## config.mk

```make
export PLATFORM = sky130hd
export DESIGN_NAME = dmc_ctrl
export DESIGN_NICKNAME = d
export VERILOG_FILES = /design/src/rtl/dmc_pkg.sv /design/src/rtl/dmc_ctrl.sv
export SDC_FILE = /design/constraint.sdc
export NUM_CORES = 1
export LEC_CHECK = 0
export ABC_AREA = 1
export ABC_CLOCK_PERIOD_IN_PS = 1450
export BUFFER_PORTS_ARGS = -buffer_cell sky130_fd_sc_hd__buf_4
export CORE_AREA = 10 10 47 49
export CTS_CLUSTER_SIZE = 40
export DETAILED_ROUTE_END_ITERATION = 10
export DIE_AREA = 0 0 57 59
export PLACE_DENSITY = 0.43
export SYNTH_ARGS = -nofsm -noshare
export SYNTH_HDL_FRONTEND = slang
export SYNTH_SLANG_ARGS = --single-unit
```

## constraint.sdc

```tcl
create_clock -name clk -period 1.45 [get_ports clk]
set_input_delay 0.2175 -clock clk [delete_from_list [all_inputs] [get_ports clk]]
set_output_delay 0.2175 -clock clk [all_outputs]
set_load 0.1 [all_outputs]
```

## src/rtl/dmc_pkg.sv

```systemverilog
// Shared types, constants and control structs for the direct-mapped read cache.
package dmc_pkg;

  localparam int LINE_COUNT = 8;
  localparam int LINE_BYTES = 16;
  localparam int MEM_BYTES  = 4096;

  localparam int ADDR_W   = 12;
  localparam int WORD_W   = $clog2(LINE_BYTES);
  localparam int LINE_W   = $clog2(LINE_COUNT);
  localparam int TAG_W    = ADDR_W - WORD_W - LINE_W;
  localparam int BLOCK_W  = ADDR_W - WORD_W;
  localparam int MEM_AW   = $clog2(MEM_BYTES);
  localparam int LDATA_AW = LINE_W + WORD_W;
  localparam int BYTE_W   = 8;
  localparam int CNT_W    = 32;
  localparam int PEN_W    = 8;

  localparam int APB_DW = 32;
  localparam int APB_AW = 3;

  // Register index, taken from paddr above the byte offset
  localparam logic REG_MISS_PENALTY = 1'b0;

  localparam logic [PEN_W-1:0] PENALTY_RESET = 8'd10;

  typedef struct packed {
    logic              op;
    logic [ADDR_W-1:0] addr;
    logic [BYTE_W-1:0] load_byte;
  } dmc_in_t;

  typedef struct packed {
    logic              hit;
    logic [BYTE_W-1:0] read_byte;
    logic [TAG_W-1:0]  tag_field;
    logic [LINE_W-1:0] line_field;
    logic [WORD_W-1:0] word_field;
    logic [CNT_W-1:0]  access_total;
    logic [CNT_W-1:0]  miss_total;
    logic [CNT_W-1:0]  time_total;
  } dmc_out_t;

  localparam logic OP_LOAD = 1'b0;
  localparam logic OP_READ = 1'b1;

  typedef enum logic [2:0] {
    ST_IDLE,
    ST_LOOKUP,
    ST_FILL,
    ST_LINE_RD,
    ST_RESP
  } dmc_state_t;

  // Commands from the controller to the datapath
  typedef struct packed {
    logic take;     // capture the request address
    logic load;     // write one backing-memory byte
    logic lookup;   // compare tag, start fill read on a miss
    logic fill;     // move one byte from backing memory into the line
    logic line_rd;  // read the addressed byte from the line store
    logic commit;   // update counters and load the output register
  } dmc_cmd_t;

  // Status from the datapath to the controller
  typedef struct packed {
    logic in_read;
    logic tag_hit;
    logic fill_last;
    logic out_free;
  } dmc_sts_t;

endpackage

```

## src/rtl/dmc_ctrl.sv

```systemverilog
// Controller state machine for the direct-mapped read cache.
module dmc_ctrl (
  input  logic              clk,
  input  logic              rst_n,
  input  logic              in_valid,
  output logic              in_stall,
  input  dmc_pkg::dmc_sts_t sts,
  output dmc_pkg::dmc_cmd_t cmd
);
  import dmc_pkg::*;

  dmc_state_t state_r, state_nxt;

  always_ff @(posedge clk) begin
    if (!rst_n) begin
      state_r <= ST_IDLE;
    end else begin
      state_r <= state_nxt;
    end
  end

  always_comb begin
    state_nxt = state_r;
    cmd       = '0;
    in_stall  = 1'b1;
    unique case (state_r)
      ST_IDLE: begin
        in_stall = 1'b0;
        if (in_valid) begin
          if (sts.in_read == OP_READ) begin
            cmd.take  = 1'b1;
            state_nxt = ST_LOOKUP;
          end else begin
            cmd.load = 1'b1;
          end
        end
      end
      ST_LOOKUP: begin
        cmd.lookup = 1'b1;
        if (sts.tag_hit) begin
          cmd.line_rd = 1'b1;
          state_nxt   = ST_RESP;
        end else begin
          state_nxt = ST_FILL;
        end
      end
      ST_FILL: begin
        cmd.fill = 1'b1;
        if (sts.fill_last) begin
          state_nxt = ST_LINE_RD;
        end
      end
      ST_LINE_RD: begin
        cmd.line_rd = 1'b1;
        state_nxt   = ST_RESP;
      end
      ST_RESP: begin
        if (sts.out_free) begin
          cmd.commit = 1'b1;
          state_nxt  = ST_IDLE;
        end
      end
      default: begin
        state_nxt = ST_IDLE;
      end
    endcase
  end

endmodule

```

# Yosys cells after proc, flatten, opt, wreduce, memory -nomap -nowiden
# Cells that the tools add are included.
# classes
eq_ne	8
muxes	17
n_reduce_logical	2
# ops
op	n
$mux W3	5
$pmux W3 S5	1
$mux W1	8
$ne A2 B2 Y1 const B	4
$eq A3 B2 Y1 const B	2
$mux W2	2
$reduce_and A4 Y1	1
$eq A3 B1 Y1 const B	1
$eq A3 B3 Y1 const B	1
$logic_not A3 Y1	1
$pmux W1 S2	1
# word_totals
wordCells	28
ff_bits	3
output_inout_bits	7

# Longest topological paths before layout
# Gate-level depths: netlist (run 1).
# logic_depth
depth_word	3
mapped_depth	6

# Worst setup path before layout (run 1)
# No wires, ideal clock.
# synth_path
path_type	reg2out
from	register state_r[0]
to	output cmd[5] (netlist name)
slack_ns	-2.102
n_path_buf	0
arrival_ns	3.335
path_stages_with_launch	4
cell_sequence	dfxtp_1 > nor2_2 > nand2_1 > nor3_1
# synth_lines
element	line_no	text
start, declared	dmc_ctrl.sv:12	dmc_state_t state_r, state_nxt;
start signal, assigned	dmc_ctrl.sv:18	state_r <= state_nxt;
end, declared	dmc_ctrl.sv:8	output dmc_pkg::dmc_cmd_t cmd

==> results of run 1 <==
-- cell type report --
cell class | instances | area, µm²
fill | 157 | 922
multi-input combinational | 24 | 180
timing repair buffer | 14 | 146
sequential | 3 | 71.3
inverter | 8 | 35.0
clock buffer | 4 | 26.3
tap | 16 | 20.0
-- repair_timing --
item,CTS,global route
hold endpoints to repair,0,0
buffers inserted,1,0
gates resized for setup,8,4
pin swaps,2,0
setup endpoints to repair,3,4
gates cloned,0,0
-- per-layer routing --
layer	GRT usage (%)	routed length, µm
met1	4.75	284
met3	2.36	27
met4	6.04	19
met5	0	0
met2	5.89	345
-- critical path, cell delays in order, from the launching register on --
cell and delay, ns:
dfxtp_4 0.36, nor2_4 0.21, nand3_2 0.13, nor2_4 0.12, buf_12 0.18
-- power groups by stage --
| stage | clock network [mW] | registers, mW | logic (mW) |
|---|---|---|---|
| after floorplan | 0 | 0.108 | 0.240 |
| after global placement | 0 | 0.111 | 0.292 |
| after detailed placement | 0 | 0.111 | 0.292 |
| after CTS | 0.154 | 0.109 | 0.319 |
| after global routing | 0.172 | 0.110 | 0.337 |
| final | 0.146 | 0.109 | 0.323 |
-- stage by stage --
step | worst slack, ns | TNS (ns) | utilization (%) | instances | power, mW
final | -0.00404 | -0.00404 | 34.2 | 69 | 0.578
after global routing | -0.0834 | -0.133 | 34.2 | 69 | 0.620
after CTS | -0.0181 | -0.0181 | 33.3 | 69 | 0.582
after detailed placement | 0.0783 | 0 | 28.5 | 64 | 0.403
after global placement | 0.0932 | 0 | 28.5 | 64 | 0.403
after floorplan | -0.339 | -0.375 | - | 35 | 0.347
-- logic make-up (layout without fill, tap and decap cells) --
logic type / count (synthesis) / after routing
AOI/OAI and AO/OA: 3 / 3
buffers and inverters: 8 / 26
and+or+nand+nor: 21 / 21
DFF: 3 / 3
-- layout by cell type (no fill, tap or decap) --
cell type | netlist | layout
buf_6 | 0 | 1
inv_6 | 0 | 1
buf_12 | 0 | 3
clkbuf_1 | 0 | 1
nand2_8 | 0 | 1
nor2_1 | 8 | 6
clkbuf_4 | 0 | 3
nor2_4 | 0 | 3
a21oi_1 | 2 | 2
nand2_1 | 5 | 4
o21ai_1 | 0 | 1
nor3_4 | 0 | 3
nand3_2 | 0 | 1
inv_2 | 1 | 1
nand3_1 | 4 | 3
inv_1 | 7 | 6
buf_4 | 0 | 10
dfxtp_4 | 0 | 3
-- worst paths after layout --
path | cells after the start | end | from | slack, ns
hold reg to reg | 2 | state_r[2]$_SDFFE_PN0P_ | state_r[2]$_SDFFE_PN0P_ | 0.60
hold / removal | 3 | state_r[0]$_SDFFE_PN0P_ | rst_n | 0.23
setup reg to reg | 7 | state_r[0]$_SDFFE_PN0P_ | state_r[0]$_SDFFE_PN0P_ | 0.37
setup / recovery | 4 | cmd[4] | state_r[0]$_SDFFE_PN0P_ | -0.004
==> results.md, run 1 <==
- Status: finished, violations left
- Failing checks: negative setup slack
- ANT cells: 0
- Site Rows: 14
- Core area: 1400 µm²
- Drt wl/cell: 9.81 µm
- HPWL after DPL: 565 µm
- Skew-Pair Late Insertion Delay: ~0.23 ns
- EDFF count, synth: 0
- Post-synthesis register bit count: 3
- Ys async rst share: 0%
- Vias in the first global route: 260
- Setup ws final: -0.00404 ns
- Mapped Avg Cell Area: between 5 and 6 µm²
- Total grt overflow: 0
- Mux contribution to synthesized area: 0%
- Design area: ~480 µm²
- Max Fanout on Critical Path: 4
- Final net count: just over 60
- Synth Area in XOR/XNOR: 0%
- YS warnings: 0
- Synth top area cells: dfxtp_1, nor2_1, inv_1, nand3_1, nand2_1
- Mapped Nets: between 40 and 50
- Endpoints failing hold: 0
- Final Setup Violations: 1
- Mapped cell area: 195 µm²
- VDD IR-drop max: roughly 0.47 mV
- Simple-gate share of the synthesized area: between 40% and 50%
- First-pass DRT Iterations: 3
- WL final: 677 µm
- Post-synth top cells: nor2_1, inv_1, nand2_1
- Largest family of logic cells by synthesized area: simple AND/OR/NAND/NOR gates
- Synth-to-Final Area Change: 146%
- Tightest Hold Check Type: in2reg
- Final Critical Period: roughly 1.5 ns
- IO buf count: 13
- Die height: slightly below 60 µm
- Global-route wire length before repair: ~1100 µm
- Total Die Area: 3360 µm²
- Placer congestion estimate: 0.669
- Fmax achieved: 688 MHz
- Clock sinks: 3
- PwrDens: 1210 nW/µm²
- Period utilization: 100%
- Synth Flop Type: dfxtp_1
- Unrepaired setup endpoints after global routing: true
- Synth Area in Adders: 0%
- Cts hold-fix bufs: 0
- Inserted Clock Buffers: 3
- Compound-Gate Fraction of Synth Area: 7.69%
- DR DRC count: 0
- Initial Utilization: about 14%
- Most frequent cell after synthesis: nor2_1
- Worst hold margin: 0.232 ns
- CTS Buffer Depth: 2
- Cell taking the most area after synthesis: dfxtp_1
- Max Cap Viol: 0
- Rel. slew slack: 81.4%
- P_sw: 0.283 mW
- Worst-path clk slew: approximately 0.040 ns
- GRT Total Usage: around 4.6%
- CTS tree: done
- Final Skew: 0.00224 ns
- Leakage power: 0.228 nW
- DR iter-0 viols: 6
- Sequential fraction of the synthesis area: between 30 and 40%
- Initial antenna violation count: 0
- Slew @ Worst Pin: 0.281 ns
- Dpl cell area: about 400 µm²
- Net Sw Frac: between 40 and 50%
- Combinational share of power: about 56%
- Synth cell types: 10
- Die width: 57 µm
- Sequential Power Share: 18.9%
- Startpoint types: flop
- Via density: approximately 3.9
- H-tree depth: 1
- Biggest register: state_r
- Largest registers: state_r (3)
- WP data arrival: 1.24 ns
- Setup CP Type: reg2out
- Clock Power Share: 25.2%
- Num ports: 14
- Int Pwr: around 0.30 mW
- Cells after Synth: 35
- Fin. max-slew vios: 0
- Root Buffer Master: clkbuf_4
- Largest net degree at the start of global routing: 7
- Layout cells sized above 1: 56.6%
- Vias: 271
- Worst Path Required: 1.23 ns
- Synth top area share: 30.8%
- Max FFs per register: 3
- Worst setup EP type: output pin
- Final ANT Viol Nets: 0
No activity file was read; power rests on OpenSTA's default activity.
==> run 2, diff against run 1 <==
--- a/config.mk
+++ b/config.mk
@@ -8,11 +8,12 @@
 export ABC_AREA = 1
 export ABC_CLOCK_PERIOD_IN_PS = 1450
 export BUFFER_PORTS_ARGS = -buffer_cell sky130_fd_sc_hd__buf_4
-export CORE_AREA = 10 10 47 49
+export CORE_AREA = 3 3 40 42
 export CTS_CLUSTER_SIZE = 40
 export DETAILED_ROUTE_END_ITERATION = 10
-export DIE_AREA = 0 0 57 59
+export DIE_AREA = 0 0 43 45
 export PLACE_DENSITY = 0.43
+export SKIP_CTS_REPAIR_TIMING = 1
 export SYNTH_ARGS = -nofsm -noshare
 export SYNTH_HDL_FRONTEND = slang
 export SYNTH_SLANG_ARGS = --single-unit
==> results.md, run 2 (synthesized netlist as in run 1, its figures left out) <==
- Final Setup Violations: 0
- Core area: 1280 µm²
- ANT cells: 0
- Initial Utilization: 15.2%
- Placer congestion estimate: between 0.6 and 0.7
- CTS Buffer Depth: 2
- Total Die Area: 1940 µm²
- Worst-path clk slew: 0.03 ns
- Rel. slew slack: between 80% and 90%
- Commonest non-fill, non-tap cell in the layout: buf_4
- Biggest register: state_r
- First-pass DRT Iterations: 2
- Register Area: 71.3 µm²
- Hold_sp: rst_n
- Vias: 273
- Fmax achieved: 696 MHz
- Max Cap Viol: 0
- Worst setup EP type: output pin
- Worst Path Required: 1.23 ns
- Via density: just under 4
- Layout cells sized above 1: 58.2%
- Slew @ Worst Pin: between 0.2 and 0.3 ns
- DR DRC count: 0
- Inserted Clock Buffers: 3
- WL final: slightly below 600 µm
- Design area: between 400 and 500 µm²
- Startpoint types: flop
- Die height: 45 µm
- Global-route wire length before repair: 897 µm
- Drt wl/cell: between 8 and 9 µm
- Fillcell total: 138
- Skew-Pair Late Insertion Delay: ~0.23 ns
- Largest net degree at the start of global routing: 7
- Unrepaired setup endpoints after global routing: true
- Site Rows: 13
- Final Skew: 0.00472 ns
- IO buf count: 13
- Leakage power: approximately 0.24 nW
- PwrDens: 1180 nW/µm²
- WP data arrival: between 1 and 1.5 ns
- Final Critical Period: roughly 1.4 ns
- Tightest Hold Check Type: in2reg
- Dpl ws: just over 0.1 ns
- Reg2Reg Launch Point: state_r[0]$_SDFFE_PN0P_
- Clock sinks: 3
- Initial antenna violation count: 0
- Final ANT Viol Nets: 0
- Largest registers: state_r (3)
- Dpl cell area: 398 µm²
- Max Fanout on Critical Path: 4
- DR iter-0 viols: 1
- Setup ws final: 0.0129 ns
- Fin. max-slew vios: 0
- Die width: 43 µm
- CTS tree: done
- Cells after DPL: 63
- Worst Setup SP: state_r[0]$_SDFFE_PN0P_
- Final net count: 63
- Max FFs per register: 3
- VDD IR-drop max: roughly 0.60 mV
- Setup CP Type: reg2out
- Power, Total: 0.585 mW
- Synth-to-Final Area Change: 154%
- Endpoints failing hold: 0
- Num ports: 14
- Multi-input gate area: 180 µm²
- H-tree depth: 1
- Period utilization: 99.1%
- GRT Total Usage: 6.33%
- Final cell count without fillers: 70
- Status: completed
- Root Buffer Master: clkbuf_4
- Most frequent cells in the layout: buf_4, nor2_1, inv_1
- Total grt overflow: 0
- Vias in the first global route: 231
## run 2: changes by cell type in the layout (fill, tap and decap cells not counted), sizes merged
cell / change
buf: +2
## run 2: critical path, stage by stage, from the launching register on
cell     delay, ns
dfxtp_4       0.35
nor2_4        0.20
nand3_2       0.13
nor2_4        0.12
buf_12        0.18
## run 2: metal layers
metal	global-route usage (%)	part of all wire, %	wire length [µm]	up-vias
met1	7.25	41	239	116
li1	-	-	-	150
met4	1.81	0	0	0
met2	8.98	50	291	7
met3	5.18	8.1	47	0
met5	0	0	0	-
## run 2: final cells by class
class | count | area share (%)
Clock buffer | 4 | 5.29
Sequential cell | 3 | 14.4
Timing Repair Buffer | 16 | 33.2
Inverter | 8 | 7.05
Multi-Input combinational cell | 24 | 36.3
Tap cell | 15 | 3.78
## run 2: through the flow
stage / setup TNS (ns) / utilization [%] / hold WS [ns]
2_1_floorplan: -0.375 / - / 0.359
3_3_place_gp: 0 / 31.0 / 0.469
3_5_place_dp: 0 / 31.0 / 0.477
4_1_cts: -0.344 / 33.0 / 0.233
5_1_grt: -0.0941 / 38.7 / 0.242
6_report: 0 / 38.7 / 0.232
## run 2: path summary, 6_finish.rpt
path                             endpoint  depth (start not counted)  slack, ns
setup / recovery                   cmd[4]                          4       0.01
hold / removal    state_r[0]$_SDFFE_PN0P_                          3       0.23
setup reg to reg  state_r[0]$_SDFFE_PN0P_                          7       0.38
hold reg to reg   state_r[2]$_SDFFE_PN0P_                          2       0.59
## run 2: power by group
part	switching [mW]	total (mW)	leakage, nW	internal (mW)
logic	0.224	0.331	0.197	0.107
registers	0.0159	0.107	0.0267	0.0906
clock network	0.0440	0.147	0.0150	0.103
total	0.284	0.585	0.239	0.301
